$ cat src/sv/wfsa_pkg.sv
// ----------------------------------------------------------------------------
// Worst-fit segment allocator package
// Shared constants, the segment record, the controller states and the structs
// that pass between the controller, the scan unit and the top level.
// ----------------------------------------------------------------------------
package wfsa_pkg;

    localparam int MAX_SEGMENTS = 1024;
    localparam int MAX_REQUESTS = 4096;
    localparam int ADDRESS_BITS = 16;

    localparam int CELL_W     = 17;
    localparam int SEG_IDX_W  = $clog2(MAX_SEGMENTS);
    localparam int LINK_W     = SEG_IDX_W + 1;
    localparam int REQ_IDX_W  = $clog2(MAX_REQUESTS);
    localparam int REQ_CNT_W  = REQ_IDX_W + 1;
    localparam int NUM_W      = 13;
    localparam int IN_DATA_W  = 32;
    localparam int OUT_DATA_W = 24;

    localparam logic [LINK_W-1:0]    SEG_NONE  = LINK_W'(MAX_SEGMENTS);
    localparam logic [CELL_W-1:0]    CELLS_CAP = CELL_W'(64'd1 << ADDRESS_BITS);
    localparam logic [REQ_CNT_W-1:0] REQ_LIMIT = REQ_CNT_W'(MAX_REQUESTS);

    localparam logic REQ_ALLOC = 1'b0;
    localparam logic REQ_FREE  = 1'b1;

    typedef struct packed {
        logic [CELL_W-1:0] seg_start;
        logic [CELL_W-1:0] seg_end;
        logic              is_free;
        logic              used;
        logic [LINK_W-1:0] left;
        logic [LINK_W-1:0] right;
    } t_seg;

    localparam int SEG_W = $bits(t_seg);

    typedef enum logic [4:0] {
        ST_CLEAR,
        ST_IDLE,
        ST_SCAN,
        ST_SCAN_END,
        ST_DECIDE,
        ST_A_NB,
        ST_A_SPARE,
        ST_RESULT,
        ST_F_H,
        ST_F_S,
        ST_F_CHK,
        ST_F_A,
        ST_F_B,
        ST_F_W1,
        ST_F_W2,
        ST_F_W3,
        ST_F_W4,
        ST_F_DONE
    } t_state;

    typedef enum logic [1:0] {
        MG_NONE,
        MG_RIGHT,
        MG_LEFT,
        MG_BOTH
    } t_merge;

    typedef struct packed {
        logic                 clear;
        logic                 sample;
        logic [SEG_IDX_W-1:0] idx;
    } t_scan_cmd;

    typedef struct packed {
        logic                 found;
        logic [SEG_IDX_W-1:0] idx;
        t_seg                 rec;
        logic [CELL_W-1:0]    len;
        logic                 spare_found;
        logic [SEG_IDX_W-1:0] spare_idx;
    } t_scan_res;

    typedef struct packed {
        logic              valid;
        logic [CELL_W-1:0] start_address;
        logic              failed;
    } t_result;

endpackage

$ cat src/sv/wfsa_ctrl.sv
// ----------------------------------------------------------------------------
// Worst-fit allocator controller
// Sequences the clearing pass, the table scan, the split on allocate and the
// release with coalescing on free, reading and writing back both memories.
// ----------------------------------------------------------------------------
module wfsa_ctrl (
    input  logic                              i_clk,
    input  logic                              i_rst_n,
    input  logic                              i_cfg_valid,
    output logic                              o_cfg_ready,
    input  logic [wfsa_pkg::CELL_W-1:0]       i_cfg_data,
    input  logic                              i_in_valid,
    output logic                              o_in_ready,
    input  logic                              i_req_type,
    input  logic [wfsa_pkg::CELL_W-1:0]       i_alloc_size,
    input  logic [wfsa_pkg::NUM_W-1:0]        i_free_num,
    input  logic                              i_out_free,
    output wfsa_pkg::t_result                 o_result,
    output wfsa_pkg::t_scan_cmd               o_scan_cmd,
    input  wfsa_pkg::t_scan_res               i_scan,
    output logic                              o_seg_we,
    output logic [wfsa_pkg::SEG_IDX_W-1:0]    o_seg_waddr,
    output wfsa_pkg::t_seg                    o_seg_wdata,
    output logic                              o_seg_re,
    output logic [wfsa_pkg::SEG_IDX_W-1:0]    o_seg_raddr,
    input  wfsa_pkg::t_seg                    i_seg_rdata,
    output logic                              o_hdl_we,
    output logic [wfsa_pkg::REQ_IDX_W-1:0]    o_hdl_waddr,
    output logic [wfsa_pkg::LINK_W-1:0]       o_hdl_wdata,
    output logic                              o_hdl_re,
    output logic [wfsa_pkg::REQ_IDX_W-1:0]    o_hdl_raddr,
    input  logic [wfsa_pkg::LINK_W-1:0]       i_hdl_rdata
);
    import wfsa_pkg::*;

    t_state               r_state, n_state;
    logic [CELL_W-1:0]    r_total, n_total;
    logic [SEG_IDX_W-1:0] r_clr, n_clr;
    logic [REQ_CNT_W-1:0] r_cnt, n_cnt;
    logic [SEG_IDX_W-1:0] r_addr, n_addr;
    logic                 r_pend, n_pend;
    logic [SEG_IDX_W-1:0] r_pidx, n_pidx;
    logic [CELL_W-1:0]    r_size, n_size;
    logic [NUM_W-1:0]     r_num, n_num;
    logic [LINK_W-1:0]    r_h, n_h;
    t_seg                 r_s, n_s;
    t_seg                 r_a, n_a;
    t_seg                 r_b, n_b;
    logic                 r_a_ok, n_a_ok;
    logic                 r_b_ok, n_b_ok;
    logic [CELL_W-1:0]    r_res_start, n_res_start;
    logic                 r_res_failed, n_res_failed;

    t_seg                 w_rec;
    t_seg                 w_empty;
    t_merge               w_merge;
    logic                 w_af;
    logic                 w_bf;
    logic                 w_ok;
    logic                 w_split;
    logic                 w_cfg;
    logic [NUM_W-1:0]     w_idx;
    t_seg                 w_best;

    always_ff @(posedge i_clk) begin
        if (!i_rst_n) begin
            r_state <= ST_CLEAR;
            r_total <= CELLS_CAP;
            r_clr   <= '0;
            r_cnt   <= '0;
            r_pend  <= 1'b0;
        end else begin
            r_state <= n_state;
            r_total <= n_total;
            r_clr   <= n_clr;
            r_cnt   <= n_cnt;
            r_pend  <= n_pend;
        end
    end

    always_ff @(posedge i_clk) begin
        r_addr       <= n_addr;
        r_pidx       <= n_pidx;
        r_size       <= n_size;
        r_num        <= n_num;
        r_h          <= n_h;
        r_s          <= n_s;
        r_a          <= n_a;
        r_b          <= n_b;
        r_a_ok       <= n_a_ok;
        r_b_ok       <= n_b_ok;
        r_res_start  <= n_res_start;
        r_res_failed <= n_res_failed;
    end

    always_comb begin
        w_af = r_a_ok && r_a.used && r_a.is_free;
        w_bf = r_b_ok && r_b.used && r_b.is_free;
        priority if (w_af && w_bf) begin
            w_merge = MG_BOTH;
        end else if (w_bf) begin
            w_merge = MG_RIGHT;
        end else if (w_af) begin
            w_merge = MG_LEFT;
        end else begin
            w_merge = MG_NONE;
        end
        w_empty = '{seg_start: '0, seg_end: '0, is_free: 1'b0, used: 1'b0,
                    left: SEG_NONE, right: SEG_NONE};
        w_best  = i_scan.rec;
        w_split = i_scan.len > r_size;
        w_ok    = (r_size != '0) && (r_cnt < REQ_LIMIT) && i_scan.found &&
                  (i_scan.len >= r_size) && !(w_split && !i_scan.spare_found);
        w_idx   = r_num - NUM_W'(1);
    end

    always_comb begin
        n_state      = r_state;
        n_total      = r_total;
        n_clr        = r_clr;
        n_cnt        = r_cnt;
        n_addr       = r_addr;
        n_pend       = 1'b0;
        n_pidx       = r_pidx;
        n_size       = r_size;
        n_num        = r_num;
        n_h          = r_h;
        n_s          = r_s;
        n_a          = r_a;
        n_b          = r_b;
        n_a_ok       = r_a_ok;
        n_b_ok       = r_b_ok;
        n_res_start  = r_res_start;
        n_res_failed = r_res_failed;
        w_rec        = w_empty;

        o_cfg_ready  = (r_state == ST_IDLE) || (r_state == ST_CLEAR);
        o_in_ready   = (r_state == ST_IDLE) && !i_cfg_valid;
        w_cfg        = i_cfg_valid && o_cfg_ready;
        o_result     = '{valid: 1'b0, start_address: r_res_start, failed: r_res_failed};
        o_scan_cmd   = '{clear: 1'b0, sample: r_pend, idx: r_pidx};
        o_seg_we     = 1'b0;
        o_seg_waddr  = '0;
        o_seg_wdata  = w_empty;
        o_seg_re     = 1'b0;
        o_seg_raddr  = '0;
        o_hdl_we     = 1'b0;
        o_hdl_waddr  = r_cnt[REQ_IDX_W-1:0];
        o_hdl_wdata  = SEG_NONE;
        o_hdl_re     = 1'b0;
        o_hdl_raddr  = w_idx[REQ_IDX_W-1:0];

        unique case (r_state)
            ST_CLEAR: begin
                o_seg_we    = 1'b1;
                o_seg_waddr = r_clr;
                if ((r_clr == '0) && (r_total != '0)) begin
                    w_rec = '{seg_start: CELL_W'(1), seg_end: r_total, is_free: 1'b1,
                              used: 1'b1, left: SEG_NONE, right: SEG_NONE};
                end
                o_seg_wdata = w_rec;
                n_clr       = r_clr + SEG_IDX_W'(1);
                if (r_clr == SEG_IDX_W'(MAX_SEGMENTS - 1)) begin
                    n_state = ST_IDLE;
                end
            end
            ST_IDLE: begin
                if (i_in_valid && o_in_ready) begin
                    n_size = i_alloc_size;
                    n_num  = i_free_num;
                    if (i_req_type == REQ_ALLOC) begin
                        o_scan_cmd.clear = 1'b1;
                        n_addr           = '0;
                        n_state          = ST_SCAN;
                    end else begin
                        if (r_cnt < REQ_LIMIT) begin
                            o_hdl_we = 1'b1;
                            n_cnt    = r_cnt + REQ_CNT_W'(1);
                        end
                        if ((i_free_num != '0) && (i_free_num <= r_cnt)) begin
                            n_state = ST_F_H;
                        end
                    end
                end
            end
            ST_SCAN: begin
                o_seg_re    = 1'b1;
                o_seg_raddr = r_addr;
                n_pend      = 1'b1;
                n_pidx      = r_addr;
                n_addr      = r_addr + SEG_IDX_W'(1);
                if (r_addr == SEG_IDX_W'(MAX_SEGMENTS - 1)) begin
                    n_state = ST_SCAN_END;
                end
            end
            ST_SCAN_END: begin
                n_state = ST_DECIDE;
            end
            ST_DECIDE: begin
                if (r_cnt < REQ_LIMIT) begin
                    o_hdl_we    = 1'b1;
                    o_hdl_wdata = w_ok ? {1'b0, i_scan.idx} : SEG_NONE;
                    n_cnt       = r_cnt + REQ_CNT_W'(1);
                end
                n_res_start  = w_ok ? w_best.seg_start : '0;
                n_res_failed = !w_ok;
                n_state      = ST_RESULT;
                if (w_ok) begin
                    w_rec         = w_best;
                    w_rec.is_free = 1'b0;
                    if (w_split) begin
                        w_rec.seg_end = w_best.seg_start + r_size - CELL_W'(1);
                        w_rec.right   = {1'b0, i_scan.spare_idx};
                        o_seg_re      = w_best.right != SEG_NONE;
                        o_seg_raddr   = w_best.right[SEG_IDX_W-1:0];
                        n_state       = ST_A_NB;
                    end
                    o_seg_we    = 1'b1;
                    o_seg_waddr = i_scan.idx;
                    o_seg_wdata = w_rec;
                end
            end
            ST_A_NB: begin
                w_rec       = i_seg_rdata;
                w_rec.left  = {1'b0, i_scan.spare_idx};
                o_seg_we    = w_best.right != SEG_NONE;
                o_seg_waddr = w_best.right[SEG_IDX_W-1:0];
                o_seg_wdata = w_rec;
                n_state     = ST_A_SPARE;
            end
            ST_A_SPARE: begin
                w_rec = '{seg_start: w_best.seg_start + r_size, seg_end: w_best.seg_end,
                          is_free: 1'b1, used: 1'b1, left: {1'b0, i_scan.idx},
                          right: w_best.right};
                o_seg_we    = 1'b1;
                o_seg_waddr = i_scan.spare_idx;
                o_seg_wdata = w_rec;
                n_state     = ST_RESULT;
            end
            ST_RESULT: begin
                o_result.valid = 1'b1;
                if (i_out_free) begin
                    n_state = ST_IDLE;
                end
            end
            ST_F_H: begin
                o_hdl_re = 1'b1;
                n_state  = ST_F_S;
            end
            ST_F_S: begin
                n_h = i_hdl_rdata;
                if (i_hdl_rdata < SEG_NONE) begin
                    o_seg_re    = 1'b1;
                    o_seg_raddr = i_hdl_rdata[SEG_IDX_W-1:0];
                    n_state     = ST_F_CHK;
                end else begin
                    n_state = ST_F_DONE;
                end
            end
            ST_F_CHK: begin
                n_s = i_seg_rdata;
                if (i_seg_rdata.used && !i_seg_rdata.is_free) begin
                    o_seg_re    = i_seg_rdata.left < SEG_NONE;
                    o_seg_raddr = i_seg_rdata.left[SEG_IDX_W-1:0];
                    n_state     = ST_F_A;
                end else begin
                    n_state = ST_F_DONE;
                end
            end
            ST_F_A: begin
                n_a         = i_seg_rdata;
                n_a_ok      = r_s.left < SEG_NONE;
                o_seg_re    = r_s.right < SEG_NONE;
                o_seg_raddr = r_s.right[SEG_IDX_W-1:0];
                n_state     = ST_F_B;
            end
            ST_F_B: begin
                n_b     = i_seg_rdata;
                n_b_ok  = r_s.right < SEG_NONE;
                n_state = ST_F_W1;
            end
            ST_F_W1: begin
                o_seg_we = 1'b1;
                n_state  = ST_F_W2;
                unique case (w_merge)
                    MG_NONE: begin
                        w_rec         = r_s;
                        w_rec.is_free = 1'b1;
                        o_seg_waddr   = r_h[SEG_IDX_W-1:0];
                        n_state       = ST_F_DONE;
                    end
                    MG_RIGHT: begin
                        w_rec           = r_b;
                        w_rec.seg_start = r_s.seg_start;
                        w_rec.left      = r_s.left;
                        o_seg_waddr     = r_s.right[SEG_IDX_W-1:0];
                    end
                    MG_LEFT: begin
                        w_rec         = r_a;
                        w_rec.seg_end = r_s.seg_end;
                        w_rec.right   = r_s.right;
                        o_seg_waddr   = r_s.left[SEG_IDX_W-1:0];
                    end
                    MG_BOTH: begin
                        w_rec         = r_a;
                        w_rec.seg_end = r_b.seg_end;
                        w_rec.right   = r_b.right;
                        o_seg_waddr   = r_s.left[SEG_IDX_W-1:0];
                        o_seg_re      = r_b.right < SEG_NONE;
                        o_seg_raddr   = r_b.right[SEG_IDX_W-1:0];
                    end
                    default: begin
                        w_rec = r_s;
                    end
                endcase
                o_seg_wdata = w_rec;
            end
            ST_F_W2: begin
                n_state = ST_F_W3;
                unique case (w_merge)
                    MG_RIGHT: begin
                        w_rec       = r_a;
                        w_rec.right = r_s.right;
                        o_seg_we    = r_a_ok;
                        o_seg_waddr = r_s.left[SEG_IDX_W-1:0];
                    end
                    MG_LEFT: begin
                        w_rec       = r_b;
                        w_rec.left  = r_s.left;
                        o_seg_we    = r_b_ok;
                        o_seg_waddr = r_s.right[SEG_IDX_W-1:0];
                    end
                    MG_BOTH: begin
                        w_rec       = i_seg_rdata;
                        w_rec.left  = r_s.left;
                        o_seg_we    = r_b.right < SEG_NONE;
                        o_seg_waddr = r_b.right[SEG_IDX_W-1:0];
                    end
                    default: begin
                        n_state = ST_F_DONE;
                    end
                endcase
                o_seg_wdata = w_rec;
            end
            ST_F_W3: begin
                o_seg_we    = 1'b1;
                o_seg_waddr = r_h[SEG_IDX_W-1:0];
                n_state     = (w_merge == MG_BOTH) ? ST_F_W4 : ST_F_DONE;
            end
            ST_F_W4: begin
                o_seg_we    = 1'b1;
                o_seg_waddr = r_s.right[SEG_IDX_W-1:0];
                n_state     = ST_F_DONE;
            end
            ST_F_DONE: begin
                o_hdl_we    = 1'b1;
                o_hdl_waddr = w_idx[REQ_IDX_W-1:0];
                n_state     = ST_IDLE;
            end
            default: begin
                n_state = ST_CLEAR;
            end
        endcase

        if (w_cfg) begin
            n_total = (i_cfg_data > CELLS_CAP) ? CELLS_CAP : i_cfg_data;
            n_cnt   = '0;
            n_clr   = '0;
            n_state = ST_CLEAR;
        end
    end

endmodule

$ cat config.mk
export PLATFORM = sky130hd
export DESIGN_NAME = wfsa_ctrl
export DESIGN_NICKNAME = d
export VERILOG_FILES = /design/src/sv/wfsa_pkg.sv /design/src/sv/wfsa_ctrl.sv
export SDC_FILE = /design/constraint.sdc
export NUM_CORES = 1
export LEC_CHECK = 0
export BUFFER_PORTS_ARGS = -buffer_cell sky130_fd_sc_hd__buf_2
export CAP_MARGIN = 20
export CORE_MARGIN = 2
export CORE_UTILIZATION = 45
export CTS_CLUSTER_DIAMETER = 60
export DETAILED_ROUTE_END_ITERATION = 10
export PLACE_DENSITY = 0.79
export REMOVE_ABC_BUFFERS = 1
export SYNTH_ARGS = -nofsm -noshare
export SYNTH_HDL_FRONTEND = slang
export SYNTH_SLANG_ARGS = --single-unit
$ cat constraint.sdc
create_clock -name i_clk -period 4.42 [get_ports i_clk]
set_input_delay 0.221 -clock i_clk [delete_from_list [all_inputs] [get_ports i_clk]]
set_output_delay 0.221 -clock i_clk [all_outputs]
set_load 0.005 [all_outputs]
==> impl_metrics.tcl <==
set metrics [dict create \
    timing.critical_path.max_delay_family "compound AO/OA/AOI/OAI gates" \
    core_area_mm2 0.03471 \
    worst_ep_arrival_time_ns 4.05 \
    cts_buffer_depth 3 \
    dr_wl_met3_um 7651 \
    commonest_cells_after_routing_fill_and_taps_aside "367 x sky130_fd_sc_hd__buf_2, 230 x sky130_fd_sc_hd__edfxtp_1, 211 x sky130_fd_sc_hd__nand2_1" \
    global_route.usage.total_pct 33.12 \
    synthesis.area_per_instance_um2 9.853 \
    drt_pass1_iterations 11 \
    grt_antenna_before_repair 5 \
    numPortBuffers 367 \
    num_rows 68 \
    worst-slew-pin-transition_ns 1.092 \
    worst_setup_path_end_kind "output pin" \
    clock-root-buffer "sky130_fd_sc_hd__clkbuf_16" \
    drt-wirelength-per-cell_um 24.43 \
    vdd_drop_max_mv 0.2826 \
    cpPeakStageDelay_ns 0.47 \
    route.met2.wl_um 29640 \
    dp_hpwl_um 42860 \
    numPlacedInstances 2380 \
    power_density_mw_per_mm2 297.6 \
    m1WireLength_um 22520 \
    finalSetupViolations 0 \
    violations "design-rule violations" \
    grt_pass1_vias 15840 \
    path_clk_slew_ns 0.06 \
    worstPathBufferInverterCount 1 \
    gp_routability_congestion 0.9304 \
    ios 369 \
    tritoncts "yes" \
    drive_above_1_share_pct 24.43 \
    timing_max_transition_violations_final 0 \
    highest-signal-layer "met5" \
    drc 1 \
    timing.fmax_mhz 233.9 \
    number_of_synthesized_flops_with_an_enable_pin 230 \
    totalWireLength_um 62740 \
    final_period_minus_worst_setup_slack_ns 4.276 \
    initialDrtViolationCount 1943 \
    ys.warnings.count 0 \
    critPathRequiredTime_ns 4.20 \
    min_period_over_period_pct 96.73 \
    crit_path_slowest_cell "sky130_fd_sc_hd__edfxtp_1" \
    leading_cell_type_in_the_layout_fill_and_taps_excluded "sky130_fd_sc_hd__buf_2" \
    postSynthRegisterBits 276 \
    grt_start_max_net_pins 49 \
    cap_violations 0 \
    worstSetupPathType "reg2out" \
    die_height_um 192.0 \
    cts_htree_levels 2 \
    fin_cells 2568 \
    cts.sinks 276 \
    status "complete, but fails checks" \
    grt_pass1_wl_um 92380 \
    postSynth.topFlopCell "sky130_fd_sc_hd__edfxtp_1" \
    post_drt_via_cell_ratio 6.363 \
    fillerInstances 2912 \
    final_net_count 2353 \
    total_leakage_power_nw 8.300 \
    tritoncts.num_buffers 35 \
    fin_worst_hold_slack_ns 0.03067 \
    fin_worst_skew_ns 0.01680 \
    vias 16340 \
    synth.distinct_cells 77 \
    detail-route-antenna-nets 0 \
    critPathMaxFanout 3 \
    sequential_fraction_of_the_synthesis_area_pct 49.22 \
    clk-insertion-delay-late_ns 0.53 \
    die_width_um 192.0 \
    critical_path.cell_chain "ha_1 > fa_1 > a21o_1 > a221oi_4 > o21ai_1 > xor2_1 > nor4b_4 > nand4_1 > xnor2_2 > mux2i_1 > o211ai_2 > buf_2" \
    mappedNetlistArea_mm2 0.01590 \
    grt_overflow 0 \
    synth-async-reset-ratio_pct 0 \
    worst_hold_path_type "in2reg" \
    die_area_mm2 0.03686 \
    flow.area_growth_from_synthesis_pct 30.28 \
    postSynthCellCount 1614 \
    start_kind "flop" \
    floorplan.initialDensity_pct 45.81 \
    slew-limit-headroom_pct 26.92 \
    report.final.hold_viol_count 0 \
]
[stage by stage]
step                 TNS (ns)  setup WS, ns  cell area [µm²]  total power (W)  utilization [%]
floorplan              -7.728       -0.3266            15490         0.003062                -
global placement            0        0.5610            18340         0.003306            52.83
detailed placement          0        0.5280            18340         0.003316            52.83
CTS                         0       0.04336            20620         0.006159            59.39
global route        -0.002951     -0.002951            20720         0.006311            59.68
finish                      0        0.1445            20720         0.006166            59.69
[cell usage after synthesis (all sizes together), types with 15 or more instances]
library cell	number	area, µm²
nand3	50	250.2
a221oi	31	277.8
dfxtp	46	920.9
mux2i	31	310.3
clkbuf	74	277.8
edfxtp	230	6907
buf	26	132.6
xnor2	37	324.1
o21ai	95	475.5
a22oi	71	533.0
xor2	19	166.4
inv	53	198.9
nand4	25	156.4
a222oi	17	170.2
a22o	18	157.7
a21oi	151	759.5
nor2	104	392.9
ha	52	650.6
nor3	28	155.2
nor4	22	152.7
o211ai	24	195.2
a21o	15	112.6
nand2	211	792.0
a221o	18	181.4
and2	32	200.2
[worst paths after layout]
path | slack (ns) | depth (start not counted) | to | start
max | 0.14 | 12 | o_seg_wdata[38] | r_size[0]
min | 0.03 | 2 | r_res_start[9] | i_scan[78]
max reg2reg | 1.04 | 8 | r_state[1] | r_state[0]
min reg2reg | 0.53 | 2 | r_clr[5] | r_clr[5]
[cells by family (layout without fill, tap and decap cells)]
logic type	count (synthesis)	after routing	share of synthesized area, %
buffers and inverters	154	648	3.855
AO/OA/AOI/OAI	511	511	21.72
adder cells (fa/ha/maj)	53	53	4.217
multiplexers	32	32	2.022
XOR/XNOR	56	56	3.084
flip-flops	276	276	49.22
other	0	5	0
AND/OR/NAND/NOR	532	532	15.88
[sequential cells by signal, summed over array words and instances, names as in the netlist]
signal        flops
r_b              47
r_cnt            13
r_b_ok            1
r_addr           10
r_res_failed      1
r_res_start      17
r_a              47
r_total          17
r_pidx           10
r_clr            10
r_state           5
r_size           17
r_h              10
r_num            12
r_pend            1
r_s              57
r_a_ok            1
[report_power, final]
part           switching, W  internal (W)  total (W)
Combinational      0.000294      0.000252   0.000546
Sequential       0.00000964       0.00282    0.00283
Clock               0.00115       0.00164    0.00279
[layout make-up]
cell class / count / area [µm²] / area share, %
clock buffers: 51 / 997.2 / 4.813
multi-input cells: 1184 / 7606 / 36.71
repair buffers: 530 / 3381 / 16.32
flip-flops and latches: 276 / 7828 / 37.78
inverters: 54 / 202.7 / 0.9783
clock inverters: 13 / 122.6 / 0.5918
diodes: 5 / 12.51 / 0.06039
well taps: 455 / 569.3 / 2.748
[metal layers]
metal  up-vias  track usage (%)
li1       7115                -
met1      7668            41.23
met2      1326            54.97
met3       228            6.943
met4         2            15.83
met5         -                0
[repair_timing]
item                                    in CTS  in global routing
endpoints found under the setup margin       1                  4
hold buffers                               115                  0
endpoints found under the hold margin      209                  0
resized for setup                            1                  7
buffers inserted                             0                  1
pin swaps                                    0                  3
gates cloned                                 0                  0
Note: power is estimated with default switching activity, not from simulation.
