## src/sv/wfsa_pkg.sv

```systemverilog
// ----------------------------------------------------------------------------
// Worst-fit segment allocator package
// Shared constants, the segment record, the controller states and the structs
// that pass between the controller, the scan unit and the top level.
// ----------------------------------------------------------------------------
package wfsa_pkg;

    localparam int MAX_SEGMENTS = 1024;
    localparam int MAX_REQUESTS = 4096;
    localparam int ADDRESS_BITS = 16;

    localparam int CELL_W     = 17;
    localparam int SEG_IDX_W  = $clog2(MAX_SEGMENTS);
    localparam int LINK_W     = SEG_IDX_W + 1;
    localparam int REQ_IDX_W  = $clog2(MAX_REQUESTS);
    localparam int REQ_CNT_W  = REQ_IDX_W + 1;
    localparam int NUM_W      = 13;
    localparam int IN_DATA_W  = 32;
    localparam int OUT_DATA_W = 24;

    localparam logic [LINK_W-1:0]    SEG_NONE  = LINK_W'(MAX_SEGMENTS);
    localparam logic [CELL_W-1:0]    CELLS_CAP = CELL_W'(64'd1 << ADDRESS_BITS);
    localparam logic [REQ_CNT_W-1:0] REQ_LIMIT = REQ_CNT_W'(MAX_REQUESTS);

    localparam logic REQ_ALLOC = 1'b0;
    localparam logic REQ_FREE  = 1'b1;

    typedef struct packed {
        logic [CELL_W-1:0] seg_start;
        logic [CELL_W-1:0] seg_end;
        logic              is_free;
        logic              used;
        logic [LINK_W-1:0] left;
        logic [LINK_W-1:0] right;
    } t_seg;

    localparam int SEG_W = $bits(t_seg);

    typedef enum logic [4:0] {
        ST_CLEAR,
        ST_IDLE,
        ST_SCAN,
        ST_SCAN_END,
        ST_DECIDE,
        ST_A_NB,
        ST_A_SPARE,
        ST_RESULT,
        ST_F_H,
        ST_F_S,
        ST_F_CHK,
        ST_F_A,
        ST_F_B,
        ST_F_W1,
        ST_F_W2,
        ST_F_W3,
        ST_F_W4,
        ST_F_DONE
    } t_state;

    typedef enum logic [1:0] {
        MG_NONE,
        MG_RIGHT,
        MG_LEFT,
        MG_BOTH
    } t_merge;

    typedef struct packed {
        logic                 clear;
        logic                 sample;
        logic [SEG_IDX_W-1:0] idx;
    } t_scan_cmd;

    typedef struct packed {
        logic                 found;
        logic [SEG_IDX_W-1:0] idx;
        t_seg                 rec;
        logic [CELL_W-1:0]    len;
        logic                 spare_found;
        logic [SEG_IDX_W-1:0] spare_idx;
    } t_scan_res;

    typedef struct packed {
        logic              valid;
        logic [CELL_W-1:0] start_address;
        logic              failed;
    } t_result;

endpackage

```

## src/sv/wfsa_scan.sv

```systemverilog
// ----------------------------------------------------------------------------
// Worst-fit scan unit
// Tracks the longest free segment, lowest start on a tie, and the first
// unused slot while the segment table streams past one entry a cycle.
// ----------------------------------------------------------------------------
module wfsa_scan (
    input  logic                i_clk,
    input  logic                i_rst_n,
    input  wfsa_pkg::t_scan_cmd i_cmd,
    input  wfsa_pkg::t_seg      i_rec,
    output wfsa_pkg::t_scan_res o_res
);
    import wfsa_pkg::*;

    logic                 r_found;
    logic                 r_spare_found;
    logic [SEG_IDX_W-1:0] r_idx;
    logic [SEG_IDX_W-1:0] r_spare_idx;
    t_seg                 r_rec;
    logic [CELL_W-1:0]    r_len;
    logic [CELL_W-1:0]    w_len;
    logic                 w_take;
    logic                 w_spare;

    always_comb begin
        w_len   = i_rec.seg_end - i_rec.seg_start + CELL_W'(1);
        w_take  = i_cmd.sample && i_rec.used && i_rec.is_free &&
                  (!r_found || (w_len > r_len) ||
                   ((w_len == r_len) && (i_rec.seg_start < r_rec.seg_start)));
        w_spare = i_cmd.sample && !i_rec.used && !r_spare_found;
    end

    always_ff @(posedge i_clk) begin
        if (!i_rst_n) begin
            r_found       <= 1'b0;
            r_spare_found <= 1'b0;
        end else if (i_cmd.clear) begin
            r_found       <= 1'b0;
            r_spare_found <= 1'b0;
        end else begin
            if (w_take) begin
                r_found <= 1'b1;
            end
            if (w_spare) begin
                r_spare_found <= 1'b1;
            end
        end
    end

    always_ff @(posedge i_clk) begin
        if (w_take) begin
            r_rec <= i_rec;
            r_len <= w_len;
            r_idx <= i_cmd.idx;
        end
        if (w_spare) begin
            r_spare_idx <= i_cmd.idx;
        end
    end

    always_comb begin
        o_res.found       = r_found;
        o_res.idx         = r_idx;
        o_res.rec         = r_rec;
        o_res.len         = r_len;
        o_res.spare_found = r_spare_found;
        o_res.spare_idx   = r_spare_idx;
    end

endmodule

```

## config.mk

```make
export PLATFORM = sky130hd
export DESIGN_NAME = wfsa_scan
export DESIGN_NICKNAME = d
export VERILOG_FILES = /design/src/sv/wfsa_pkg.sv /design/src/sv/wfsa_scan.sv
export SDC_FILE = /design/constraint.sdc
export NUM_CORES = 1
export LEC_CHECK = 0
export BUFFER_PORTS_ARGS = -buffer_cell sky130_fd_sc_hd__buf_2
export CAP_MARGIN = 30
export CORE_MARGIN = 1
export CORE_UTILIZATION = 31
export DETAILED_ROUTE_END_ITERATION = 8
export SYNTH_ARGS = -nofsm -noshare
export SYNTH_HDL_FRONTEND = slang
export SYNTH_SLANG_ARGS = --single-unit
```

## constraint.sdc

```tcl
create_clock -name i_clk -period 10.2 [get_ports i_clk]
set_input_delay 1.02 -clock i_clk [delete_from_list [all_inputs] [get_ports i_clk]]
set_output_delay 1.02 -clock i_clk [all_outputs]
set_load 0.02 [all_outputs]
```

==> flow_metrics.py, run 1 <==
metrics = {
    "detailed_routing": {
        "total_number_of_vias": 3304,
        "post_drt_wl_per_cell_um": 14.72,
        "dr.pass1.iters": 4,
        "routed_wl_um": 10720,
        "route.detailed.drc": 0,
        "dr.first_iter.drc_count": 112,
        "postRouteAntennaNets": 0,
        "via_per_inst": 4.538,
    },
    "cts": {
        "clock_network_latency_to_the_later_pin_of_the_worst_skew_pair_ns": 0.35,
        "ctsRootBufferMaster": "sky130_fd_sc_hd__clkbuf_16",
        "post-cts-setup-buffer-count": 0,
        "tritoncts": "built",
        "cts-htree-levels": 3,
        "clock_buffers_created_by_tritoncts": 9,
        "cts_hold_repair.buffers": 0,
        "cts_buffer_depth": 2,
        "cts.sinks": 97,
        "cts_repair_resize_count": 0,
        "clk_pin_slew_worst_paths_ns": 0.07,
    },
    "die": {
        "boundaryPins": 169,
        "fp.dieArea_sq_um": 15980,
        "floorplan.die.width_um": 126.4,
        "chipHeight_um": 126.4,
        "start_util": 0.3167,
        "core_area_sq_um": 15150,
        "floorplan.rows": 45,
    },
    "yosys": {
        "postSynth.topFlopCell": "sky130_fd_sc_hd__edfxtp_1",
        "synth-seq-cells": 97,
        "syn_nets": 492,
        "synth.yosys.warnings": 0,
        "synthArstFlopShare": 0,
        "synth_enable_flop_cells": 95,
        "synth.avg_cell_area_sq_um": 13.51,
        "synth_top_cells_by_area": "sky130_fd_sc_hd__edfxtp_1 (59%), sky130_fd_sc_hd__ha_1 (17%), sky130_fd_sc_hd__inv_1 (4.7%), sky130_fd_sc_hd__xnor2_1 (2.0%), sky130_fd_sc_hd__a21oi_1 (1.9%)",
        "synth_largest_type_area_fraction": 0.5947,
        "synth.cell_area_sq_um": 4797,
        "yosys.area.top_type": "sky130_fd_sc_hd__edfxtp_1",
        "synthDistinctLibCells": 41,
        "synth_sequential_area_ratio": 0.6030,
        "syn_inst": 355,
    },
    "setup_path": {
        "timing.critical_path.cells": "buf_2 -> ha_1 -> inv_1 -> ha_1 -> inv_1 -> fa_1 -> nor2b_4 -> o31a_4 -> nor4_4 -> nor2_2 -> a21oi_2 -> o211ai_2 -> ha_1 -> nand4_1 -> nor4_1 -> and4_1 -> o211ai_1 -> o41ai_4 -> buf_4",
        "critical-path-top-cell-by-count": "sky130_fd_sc_hd__ha_1",
        "critical_path_peak_fanout": 52,
        "critPathRequiredTime_ns": 10.18,
        "critical_path_s_slowest_cell": "sky130_fd_sc_hd__buf_4",
        "crit_path_start_kind": "input pin",
        "buf_inv_on_cp": 4,
        "crit_arrival_ns": 5.16,
        "critPathMaxStageDelay_ns": 0.62,
        "setup.worst_path.class": "input pin to register",
        "endpoint_kind": "register",
        "crit_family": "simple AND/OR/NAND/NOR gates",
    },
    "global_route": {
        "grt.total_usage": 0.1382,
        "grt_first_pass_wirelength_um": 16840,
        "via_count_of_the_first_global_routing_pass": 3339,
        "grt_antenna_before_repair": 0,
        "grt_start_max_net_pins": 53,
        "grt_overflow_total": 0,
    },
    "pwr": {
        "vdd_drop_max_mv": 0.07452,
        "leakage_nw": 2.877,
        "p_per_area_nw_per_um2": 163.1,
    },
    "cells_and_area": {
        "finish.cell_count_without_fillers": 728,
        "nFillCells": 1453,
        "layout.nets": 672,
        "drive_gt1_frac": 0.3630,
        "antenna_cells": 0,
        "final_core_util": 0.4102,
        "syn_to_final_growth_pct": 29.53,
    },
    "sta": {
        "fin_tns_setup_ns": 0,
        "period_needed_ns": 5.176,
        "setup_viol": 0,
        "maxSlewHeadroom": 0.4997,
        "number_of_pins_with_negative_max_slew_slack_in_the_final_report": 0,
        "tightest_slew_ns": 0.7315,
        "worst_clock_skew_ns": 0.01002,
        "grt_setup_unrepaired": "no",
        "layout_worst_path_cycle_share": 0.5075,
        "max_freq_mhz": 193.2,
        "timing.final.hold_violations": 0,
    },
    "placed_design": {
        "hpwlAfterDp_um": 8389,
        "inst_count_dp": 712,
        "gp_routability_congestion": 0.8116,
        "numPortBuffers": 168,
    },
    "outcome": {
        "outcome": "finished, final reports clean",
    },
    "worst_hold_path": {
        "worstHoldPathType": "register to register",
    },
    "run": {
        "timing.max_cap.violations": 0,
    },
}
worst min-delay path: cells and delay by family (launching register included):
kind	cells	cell delay [ns]
AND/OR/NAND/NOR	1	0.05
flip-flops	1	0.32
AO/OA/AOI/OAI	1	0.12
logic make-up (layout without fill, tap and decap cells):
family | after synthesis | in the layout | synth area share
AO/OA/AOI/OAI | 64 | 64 | 0.08816
adder cells (fa/ha/maj) | 65 | 65 | 0.1711
XOR/XNOR | 13 | 13 | 0.02374
flip-flops | 97 | 97 | 0.6030
buffers and inverters | 62 | 247 | 0.05008
AND/OR/NAND/NOR | 54 | 54 | 0.06390
placed cells by master (no fill, tap or decap), types with 2 or more instances in the layout:
cell type / instances
sky130_fd_sc_hd__xnor2_1: 11
sky130_fd_sc_hd__buf_4: 3
sky130_fd_sc_hd__inv_1: 60
sky130_fd_sc_hd__nor4_1: 2
sky130_fd_sc_hd__nand2_1: 8
sky130_fd_sc_hd__nand3_1: 3
sky130_fd_sc_hd__clkbuf_16: 9
sky130_fd_sc_hd__a31oi_1: 2
sky130_fd_sc_hd__a211oi_1: 3
sky130_fd_sc_hd__xor2_1: 2
sky130_fd_sc_hd__nor2b_1: 4
sky130_fd_sc_hd__and3_1: 2
sky130_fd_sc_hd__o21ai_0: 15
sky130_fd_sc_hd__buf_2: 168
sky130_fd_sc_hd__inv_8: 3
sky130_fd_sc_hd__a21oi_1: 18
sky130_fd_sc_hd__dfxtp_1: 2
sky130_fd_sc_hd__o211ai_1: 2
sky130_fd_sc_hd__nor2_1: 14
sky130_fd_sc_hd__ha_1: 64
sky130_fd_sc_hd__a21o_1: 11
sky130_fd_sc_hd__or2_2: 2
sky130_fd_sc_hd__nor3b_1: 3
sky130_fd_sc_hd__edfxtp_1: 95
sky130_fd_sc_hd__o21a_1: 3
sky130_fd_sc_hd__nor3_1: 4
sky130_fd_sc_hd__nand4_1: 6
cell usage after synthesis (2+ instances only):
cell type                  count
sky130_fd_sc_hd__o21a_1        3
sky130_fd_sc_hd__a21oi_1      18
sky130_fd_sc_hd__xnor2_1      11
sky130_fd_sc_hd__edfxtp_1     95
sky130_fd_sc_hd__dfxtp_1       2
sky130_fd_sc_hd__nor3_1        4
sky130_fd_sc_hd__xor2_1        2
sky130_fd_sc_hd__nand2_1       8
sky130_fd_sc_hd__buf_4         2
sky130_fd_sc_hd__and3_1        2
sky130_fd_sc_hd__a21o_1       11
sky130_fd_sc_hd__a211oi_1      3
sky130_fd_sc_hd__ha_1         64
sky130_fd_sc_hd__nor4_1        2
sky130_fd_sc_hd__nand3_1       3
sky130_fd_sc_hd__inv_1        60
sky130_fd_sc_hd__a31oi_1       2
sky130_fd_sc_hd__o211ai_1      2
sky130_fd_sc_hd__nor3b_1       3
sky130_fd_sc_hd__o21ai_0      15
sky130_fd_sc_hd__nor2_1       14
sky130_fd_sc_hd__nor2b_1       4
sky130_fd_sc_hd__or2_2         2
sky130_fd_sc_hd__nand4_1       6
path summary, 6_finish.rpt:
kind | from | to | slack, ns | cells after the start
worst max-delay path | i_rec[42] | o_res[46]$_DFFE_PP_ | 5.02 | 19
worst min-delay path | r_spare_found$_SDFFE_PP0P_ | r_spare_found$_SDFFE_PP0P_ | 0.53 | 2
worst max register to register | r_len[12]$_DFFE_PP_ | o_res[46]$_DFFE_PP_ | 7.34 | 8
worst min register to register | r_spare_found$_SDFFE_PP0P_ | r_spare_found$_SDFFE_PP0P_ | 0.53 | 2
registers in the layout, indices dropped and copies added, names as in the netlist:
| signal | flops |
|---|---|
| r_idx | 10 |
| r_found | 1 |
| r_len | 17 |
| o_res | 58 |
| r_spare_idx | 10 |
| r_spare_found | 1 |
where the power goes:
group | internal, mW | switching (mW) | leakage [nW] | total (mW)
logic | 0.0771 | 0.111 | 1.83 | 0.188
registers | 0.459 | 0.00480 | 0.890 | 0.463
clock network | 0.198 | 0.164 | 0.155 | 0.362
stage by stage:
| stage | cell area [sq um] | power [mW] | hold WS [ns] | setup WS [ns] |
|---|---|---|---|---|
| after global routing | 6213 | 1.071 | 0.5897 | 4.712 |
| final | 6213 | 1.013 | 0.5347 | 5.024 |
| after detailed placement | 5892 | 0.6607 | 0.5286 | 4.615 |
| after CTS | 6213 | 1.031 | 0.5393 | 4.978 |
| after floorplan | 4797 | 0.5987 | 0.5003 | 1.112 |
| after global placement | 5892 | 0.6567 | 0.5152 | 4.780 |
routing by layer:
metal | track usage | share of wire | up-vias
met2 | 0.2307 | 0.47 | 101
met1 | 0.1740 | 0.46 | 1540
li1 | - | - | 1652
met5 | 0 | 0 | -
met4 | 0.04465 | 0.012 | 0
met3 | 0.03712 | 0.053 | 11
layout make-up:
type,instances,area (sq um),share of cell area
clock buffers,9,225.2,0.03625
clock inverters,7,96.34,0.01551
inverters,60,225.2,0.03625
multi-input cells,196,1675,0.2696
flip-flops and latches,97,2893,0.4656
well taps,188,235.2,0.03786
repair buffers,171,863.3,0.1389
(Power assumes the default switching activity.)
==> inputs of run 2 (changes only) <==
--- a/config.mk
+++ b/config.mk
@@ -5,6 +5,7 @@
 export SDC_FILE = /design/constraint.sdc
 export NUM_CORES = 1
 export LEC_CHECK = 0
+export ABC_AREA = 1
 export BUFFER_PORTS_ARGS = -buffer_cell sky130_fd_sc_hd__buf_2
 export CAP_MARGIN = 30
 export CORE_MARGIN = 1
==> constraint.sdc (replaced) <==
create_clock -name i_clk -period 5.15 [get_ports i_clk]
set_input_delay 0.515 -clock i_clk [delete_from_list [all_inputs] [get_ports i_clk]]
set_output_delay 0.515 -clock i_clk [all_outputs]
set_load 0.02 [all_outputs]
==> run 2 against run 1 <==
Effect of this change:
- via count increased by 6.6%
- routed wire length increased by 0.94%
- first-iteration DRC count up 36%
- largest power group unchanged
- critical path depth increased by 7
- cell area grew 2.5%
- hold slack got worse by 0.20 ns
- register-to-register slack got worse by 4.8 ns
- sequential cell count is the same
- global-route usage shrank 0.65 points
- non-clock buffer count is the same
- sequential share of layout area fell by 1.1 points
- clock power rose by 78%
- critical path type unchanged
==> flow_metrics.py, run 2 <==
metrics = {
    "cells_and_area": {
        "seqCellArea_sq_um": 2893,
        "syn_to_final_growth_pct": 28.83,
        "multiInputGateArea_sq_um": 1709,
        "largest_register_ffs": 58,
        "final_common_cell": "sky130_fd_sc_hd__buf_2",
        "layout.cells.most_common_list": "sky130_fd_sc_hd__buf_2 (168), sky130_fd_sc_hd__edfxtp_1 (95), sky130_fd_sc_hd__nand2_1 (87)",
        "layout.nets": 752,
        "final_core_util": 0.4143,
        "antenna_cells": 0,
        "nFillCells": 1531,
        "finish.cell_count_without_fillers": 831,
        "drive_gt1_frac": 0.3177,
    },
    "sta": {
        "tightest_slew_ns": 0.5083,
        "period_needed_ns": 4.079,
        "worst_clock_skew_ns": 0.01068,
        "setup_viol": 0,
        "number_of_pins_with_negative_max_slew_slack_in_the_final_report": 0,
        "maxSlewHeadroom": 0.6607,
        "fin_tns_setup_ns": 0,
        "layout_worst_path_cycle_share": 0.7920,
        "max_freq_mhz": 245.2,
        "timing.final.hold_violations": 0,
        "grt_setup_unrepaired": "no",
    },
    "detailed_routing": {
        "via_per_inst": 4.237,
        "routed_wl_um": 10820,
        "dr.first_iter.drc_count": 152,
        "post_drt_wl_per_cell_um": 13.02,
        "dr.pass1.iters": 4,
        "route.detailed.drc": 0,
        "postRouteAntennaNets": 0,
        "total_number_of_vias": 3521,
    },
    "global_route": {
        "grt_antenna_before_repair": 0,
        "grt_start_max_net_pins": 34,
        "via_count_of_the_first_global_routing_pass": 3380,
        "grt_first_pass_wirelength_um": 16570,
        "grt.total_usage": 0.1317,
        "grt_overflow_total": 0,
    },
    "cts": {
        "ctsRootBufferMaster": "sky130_fd_sc_hd__clkbuf_16",
        "clock_buffers_created_by_tritoncts": 9,
        "post-cts-setup-buffer-count": 0,
        "clk_pin_slew_worst_paths_ns": 0.07,
        "cts_hold_repair.buffers": 0,
        "cts_buffer_depth": 2,
        "clock_network_latency_to_the_later_pin_of_the_worst_skew_pair_ns": 0.35,
        "cts.sinks": 97,
        "cts-htree-levels": 3,
        "cts_repair_resize_count": 0,
        "tritoncts": "built",
    },
    "placed_design": {
        "gp_routability_congestion": 0.8221,
        "hpwlAfterDp_um": 8766,
        "numPortBuffers": 168,
        "inst_count_dp": 815,
    },
    "pwr": {
        "share_clk_of_total_power": 0.329,
        "post-layout-total-power_mw": 1.965,
        "leakage_nw": 3.124,
        "vdd_drop_max_mv": 0.2275,
        "p_per_area_nw_per_um2": 308.5,
        "total_switching_power_mw": 0.5662,
        "power_frac_seq": 0.467,
        "combinationalPowerShare": 0.204,
        "internal_power_mw": 1.398,
        "switching_share": 0.2882,
    },
    "outcome": {
        "outcome": "finished, final reports clean",
    },
    "setup_path": {
        "rrSetupSlack_ns": 2.58,
        "endpoint_kind": "register",
        "critical_path_s_slowest_cell": "sky130_fd_sc_hd__fa_1",
        "setup.worst_path.class": "input pin to register",
        "buf_inv_on_cp": 7,
        "critPathMaxStageDelay_ns": 0.41,
        "crit_path_start_kind": "input pin",
        "critPathRequiredTime_ns": 5.24,
        "crit_arrival_ns": 4.17,
        "critical_path_peak_fanout": 33,
        "crit_family": "simple AND/OR/NAND/NOR gates",
    },
    "run": {
        "timing.max_cap.violations": 0,
    },
    "yosys": {
        "synth.avg_cell_area_sq_um": 11.36,
        "synth_largest_type_area_fraction": 0.5771,
        "syn_nets": 572,
        "synth-seq-cells": 97,
        "synth.cell_area_sq_um": 4943,
        "synth_most_common_cell": "sky130_fd_sc_hd__edfxtp_1",
        "synth_enable_flop_cells": 95,
        "synth.cells.most_frequent": "sky130_fd_sc_hd__edfxtp_1 (95), sky130_fd_sc_hd__inv_1 (87), sky130_fd_sc_hd__nand2_1 (87)",
        "postSynth.topFlopCell": "sky130_fd_sc_hd__edfxtp_1",
        "synth_top_cells_by_area": "sky130_fd_sc_hd__edfxtp_1 (58%), sky130_fd_sc_hd__ha_1 (16%), sky130_fd_sc_hd__inv_1 (6.6%), sky130_fd_sc_hd__nand2_1 (6.6%), sky130_fd_sc_hd__a21oi_1 (2.4%)",
        "syn_inst": 435,
        "synthDistinctLibCells": 27,
        "synth.yosys.warnings": 0,
        "synthArstFlopShare": 0,
        "yosys.area.top_type": "sky130_fd_sc_hd__edfxtp_1",
        "synth_sequential_area_ratio": 0.5852,
    },
    "die": {
        "boundaryPins": 169,
        "core_area_sq_um": 15370,
        "start_util": 0.3216,
        "floorplan.rows": 45,
        "fp.dieArea_sq_um": 16460,
        "chipHeight_um": 128.3,
        "floorplan.die.width_um": 128.3,
    },
    "worst_hold_path": {
        "worstHoldPathType": "input pin to register",
    },
}
==> run 2: cell count changes after synthesis, moves of 6 or more <==
cell / delta
sky130_fd_sc_hd__xnor2_1: -9
sky130_fd_sc_hd__o21ai_0: -12
sky130_fd_sc_hd__nand2_2: +6
sky130_fd_sc_hd__nor2_1: +7
sky130_fd_sc_hd__nand2_1: +79
sky130_fd_sc_hd__a21o_1: -8
sky130_fd_sc_hd__inv_1: +27
sky130_fd_sc_hd__xor2_1: +10
sky130_fd_sc_hd__a21oi_1: +6
==> run 2: per-stage QoR <==
step / cell area, sq um / hold WS, ns / setup WS, ns
after global placement: 6082 / 0.4763 / 0.7413
after floorplan: 4943 / 0.4407 / 0.07178
after global routing: 6369 / 0.3199 / 0.6961
after detailed placement: 6082 / 0.4868 / 0.6656
final: 6369 / 0.3375 / 1.071
after CTS: 6369 / 0.3189 / 1.021
==> run 2: power groups by stage <==
stage	logic, mW	registers [mW]	clock network [mW]
2_1_floorplan	0.240	0.971	0
3_3_place_gp	0.397	0.936	0
3_5_place_dp	0.403	0.936	0
4_1_cts	0.406	0.919	0.673
5_1_grt	0.456	0.921	0.693
6_report	0.401	0.918	0.646
==> run 2: worst reg2reg max path: stages (launching register included) <==
cell                       delay [ns]
sky130_fd_sc_hd__edfxtp_1        0.37
sky130_fd_sc_hd__inv_1           0.06
sky130_fd_sc_hd__ha_1            0.28
sky130_fd_sc_hd__nand2_1         0.07
sky130_fd_sc_hd__nor2_1          0.11
sky130_fd_sc_hd__nand2_1         0.06
sky130_fd_sc_hd__nor3_1          0.29
sky130_fd_sc_hd__inv_1           0.07
sky130_fd_sc_hd__nand2_1         0.07
sky130_fd_sc_hd__nand3_1         0.06
sky130_fd_sc_hd__nand2_1         0.08
sky130_fd_sc_hd__clkinv_2        0.40
sky130_fd_sc_hd__buf_12          0.38
==> run 2: final timing paths <==
kind,start,end,cells after the start
max,i_rec[25],o_res[80]$_DFFE_PP_,26
min,i_rec[5],o_res[33]$_DFFE_PP_,1
max reg2reg,r_len[15]$_DFFE_PP_,o_res[80]$_DFFE_PP_,12
min reg2reg,r_found$_SDFFE_PP0P_,r_found$_SDFFE_PP0P_,2
==> run 2: cells by family after synthesis <==
logic type                 after synthesis  share of synthesized area
DFF                                     97                     0.5852
adders and majority gates               65                     0.1660
buffers and inverters                   89                    0.06909
and+or+nand+nor                        133                     0.1121
xor gates and xnor gates                14                    0.02480
AOI/OAI and AO/OA                       37                    0.04278
==> run 2: final cells by class <==
type | count | share of cell area
Sequential cell | 97 | 0.4542
Multi-Input combinational cell | 249 | 0.2684
Timing Repair Buffer | 171 | 0.1395
Inverter | 87 | 0.05147
Tap cell | 211 | 0.04145
Clock buffer | 9 | 0.03536
Clock inverter | 7 | 0.009627
==> run 2: per-layer routing <==
metal  track usage  vias to the layer above  wire length, um
li1              -                     1815                -
met1        0.1702                     1580             4859
met2        0.2095                      121             5091
met3       0.04424                        5              806
met4       0.03668                        0               59
met5             0                        -                0
==> inputs of run 3 (changes only) <==
==> constraint.sdc (replaced) <==
create_clock -name i_clk -period 3.35 [get_ports i_clk]
set_input_delay 0.335 -clock i_clk [delete_from_list [all_inputs] [get_ports i_clk]]
set_output_delay 0.335 -clock i_clk [all_outputs]
set_load 0.02 [all_outputs]
==> run 3 against run 2 <==
Effect of this change:
- hold slack lost 0.17 ns
- setup slack lost 1.0 ns
- clock skew decreased by 0.0013 ns
- global-route usage grew 1.3 points
- register-to-register slack got worse by 1.5 ns
- total power is 67% higher
- sequential power rose by 54%
==> flow_metrics.py, run 3 (synthesis results as in run 2) <==
metrics = {
    "detailed_routing": {
        "dr.pass1.iters": 4,
        "via_per_inst": 4.261,
        "total_number_of_vias": 3775,
        "route.detailed.drc": 0,
        "post_drt_wl_per_cell_um": 14.08,
        "dr.first_iter.drc_count": 149,
        "routed_wl_um": 12470,
        "postRouteAntennaNets": 0,
    },
    "setup_path": {
        "critical_path_peak_fanout": 8,
        "critical-path-top-cell-by-count": "sky130_fd_sc_hd__nand2_2",
        "critical_path_s_slowest_cell": "sky130_fd_sc_hd__fa_2",
        "endpoint_kind": "register",
        "setup.worst_path.class": "input pin to register",
        "crit_arrival_ns": 3.38,
        "crit_family": "simple AND/OR/NAND/NOR gates",
        "crit_path_start_kind": "input pin",
        "buf_inv_on_cp": 7,
        "critPathMaxStageDelay_ns": 0.39,
        "critPathRequiredTime_ns": 3.41,
    },
    "sta": {
        "tightest_slew_ns": 0.2867,
        "layout_worst_path_cycle_share": 0.9907,
        "maxSlewHeadroom": 0.8072,
        "setup_viol": 0,
        "worst_clock_skew_ns": 0.009346,
        "period_needed_ns": 3.319,
        "max_freq_mhz": 301.3,
        "number_of_pins_with_negative_max_slew_slack_in_the_final_report": 0,
        "holdWs_ns": 0.1630,
        "grt_setup_unrepaired": "yes",
        "timing.final.hold_violations": 0,
    },
    "pwr": {
        "p_per_area_nw_per_um2": 453.9,
        "post-layout-total-power_mw": 3.274,
        "leakage_nw": 3.449,
        "vdd_drop_max_mv": 0.3749,
    },
    "placed_design": {
        "gp_routability_congestion": 0.8035,
        "hpwlAfterDp_um": 9049,
        "numPortBuffers": 168,
        "postPlaceCellArea_sq_um": 6442,
    },
    "cts": {
        "clk_pin_slew_worst_paths_ns": 0.07,
        "ctsRootBufferMaster": "sky130_fd_sc_hd__clkbuf_16",
        "cts_buffer_depth": 2,
        "clock_network_latency_to_the_later_pin_of_the_worst_skew_pair_ns": 0.35,
        "cts-htree-levels": 3,
        "cts.sinks": 97,
        "clock_buffers_created_by_tritoncts": 9,
        "tritoncts": "built",
    },
    "die": {
        "start_util": 0.3216,
        "boundaryPins": 169,
        "core_area_sq_um": 15370,
        "floorplan.die.width_um": 128.3,
        "floorplan.rows": 45,
        "fp.dieArea_sq_um": 16460,
        "chipHeight_um": 128.3,
    },
    "cells_and_area": {
        "layout.cells.most_common_list": "sky130_fd_sc_hd__buf_2 (167), sky130_fd_sc_hd__edfxtp_1 (95), sky130_fd_sc_hd__inv_1 (82)",
        "drive_gt1_frac": 0.4377,
        "syn_to_final_growth_pct": 45.91,
        "post-route-cell-area_sq_um": 7213,
        "layout.nets": 806,
        "final_core_util": 0.4693,
        "largest_register_ffs": 58,
        "final_common_cell": "sky130_fd_sc_hd__buf_2",
    },
    "global_route": {
        "grt_overflow_total": 0,
        "grt_first_pass_wirelength_um": 18060,
        "via_count_of_the_first_global_routing_pass": 3742,
        "grt_antenna_before_repair": 1,
        "grt.total_usage": 0.1448,
        "grt_start_max_net_pins": 28,
    },
    "outcome": {
        "outcome": "finished, final reports clean",
    },
    "run": {
        "timing.max_cap.violations": 0,
    },
    "worst_hold_path": {
        "worstHoldPathType": "input pin to register",
    },
}
## run 3: layout make-up
cell class | count | area [sq um]
Clock inverter | 6 | 66.31
Multi-Input combinational cell | 249 | 1979
Antenna cell | 1 | 2.502
Clock buffer | 10 | 229.0
Timing Repair Buffer | 225 | 1441
Sequential cell | 97 | 2893
Inverter | 87 | 337.8
Fill cell | 1419 | 8158
Tap cell | 211 | 264.0
## run 3: worst paths after layout
path | start | end | slack (ns) | cells after the start
worst min-delay path | i_rec[20] | o_res[48]$_DFFE_PP_ | 0.16 | 1
worst max-delay path | i_rec[25] | o_res[78]$_DFFE_PP_ | 0.03 | 25
worst max register to register | r_len[8]$_DFFE_PP_ | o_res[78]$_DFFE_PP_ | 1.13 | 13
worst min register to register | r_found$_SDFFE_PP0P_ | r_found$_SDFFE_PP0P_ | 0.49 | 2
## run 3: metal layers
layer,global-route usage,vias up,share of wire
li1,-,1925,-
met1,0.1812,1732,0.44
met2,0.2372,106,0.48
met3,0.04800,12,0.064
met4,0.04221,0,0.012
met5,0,-,0
## run 3: stage by stage
step	cells	TNS (ns)	worst slack (ns)
2_1_floorplan	435	-81.44	-0.9581
3_3_place_gp	856	-34.56	-0.4318
3_5_place_dp	856	-38.56	-0.4694
4_1_cts	876	-0.2010	-0.009030
5_1_grt	886	-11.82	-0.1657
6_report	886	0	0.03131
## run 3: where the power goes
part           internal [mW]  switching, mW  total (mW)
combinational          0.373          0.453       0.826
sequential              1.40         0.0148        1.41
clock                  0.583          0.452        1.04
## run 3: what timing repair did
action,in CTS,in global routing
gates resized for setup,10,37
hold buffers,0,0
buffers inserted,3,3
pin swaps,4,24
endpoints found under the setup margin,85,85
cloned,1,6
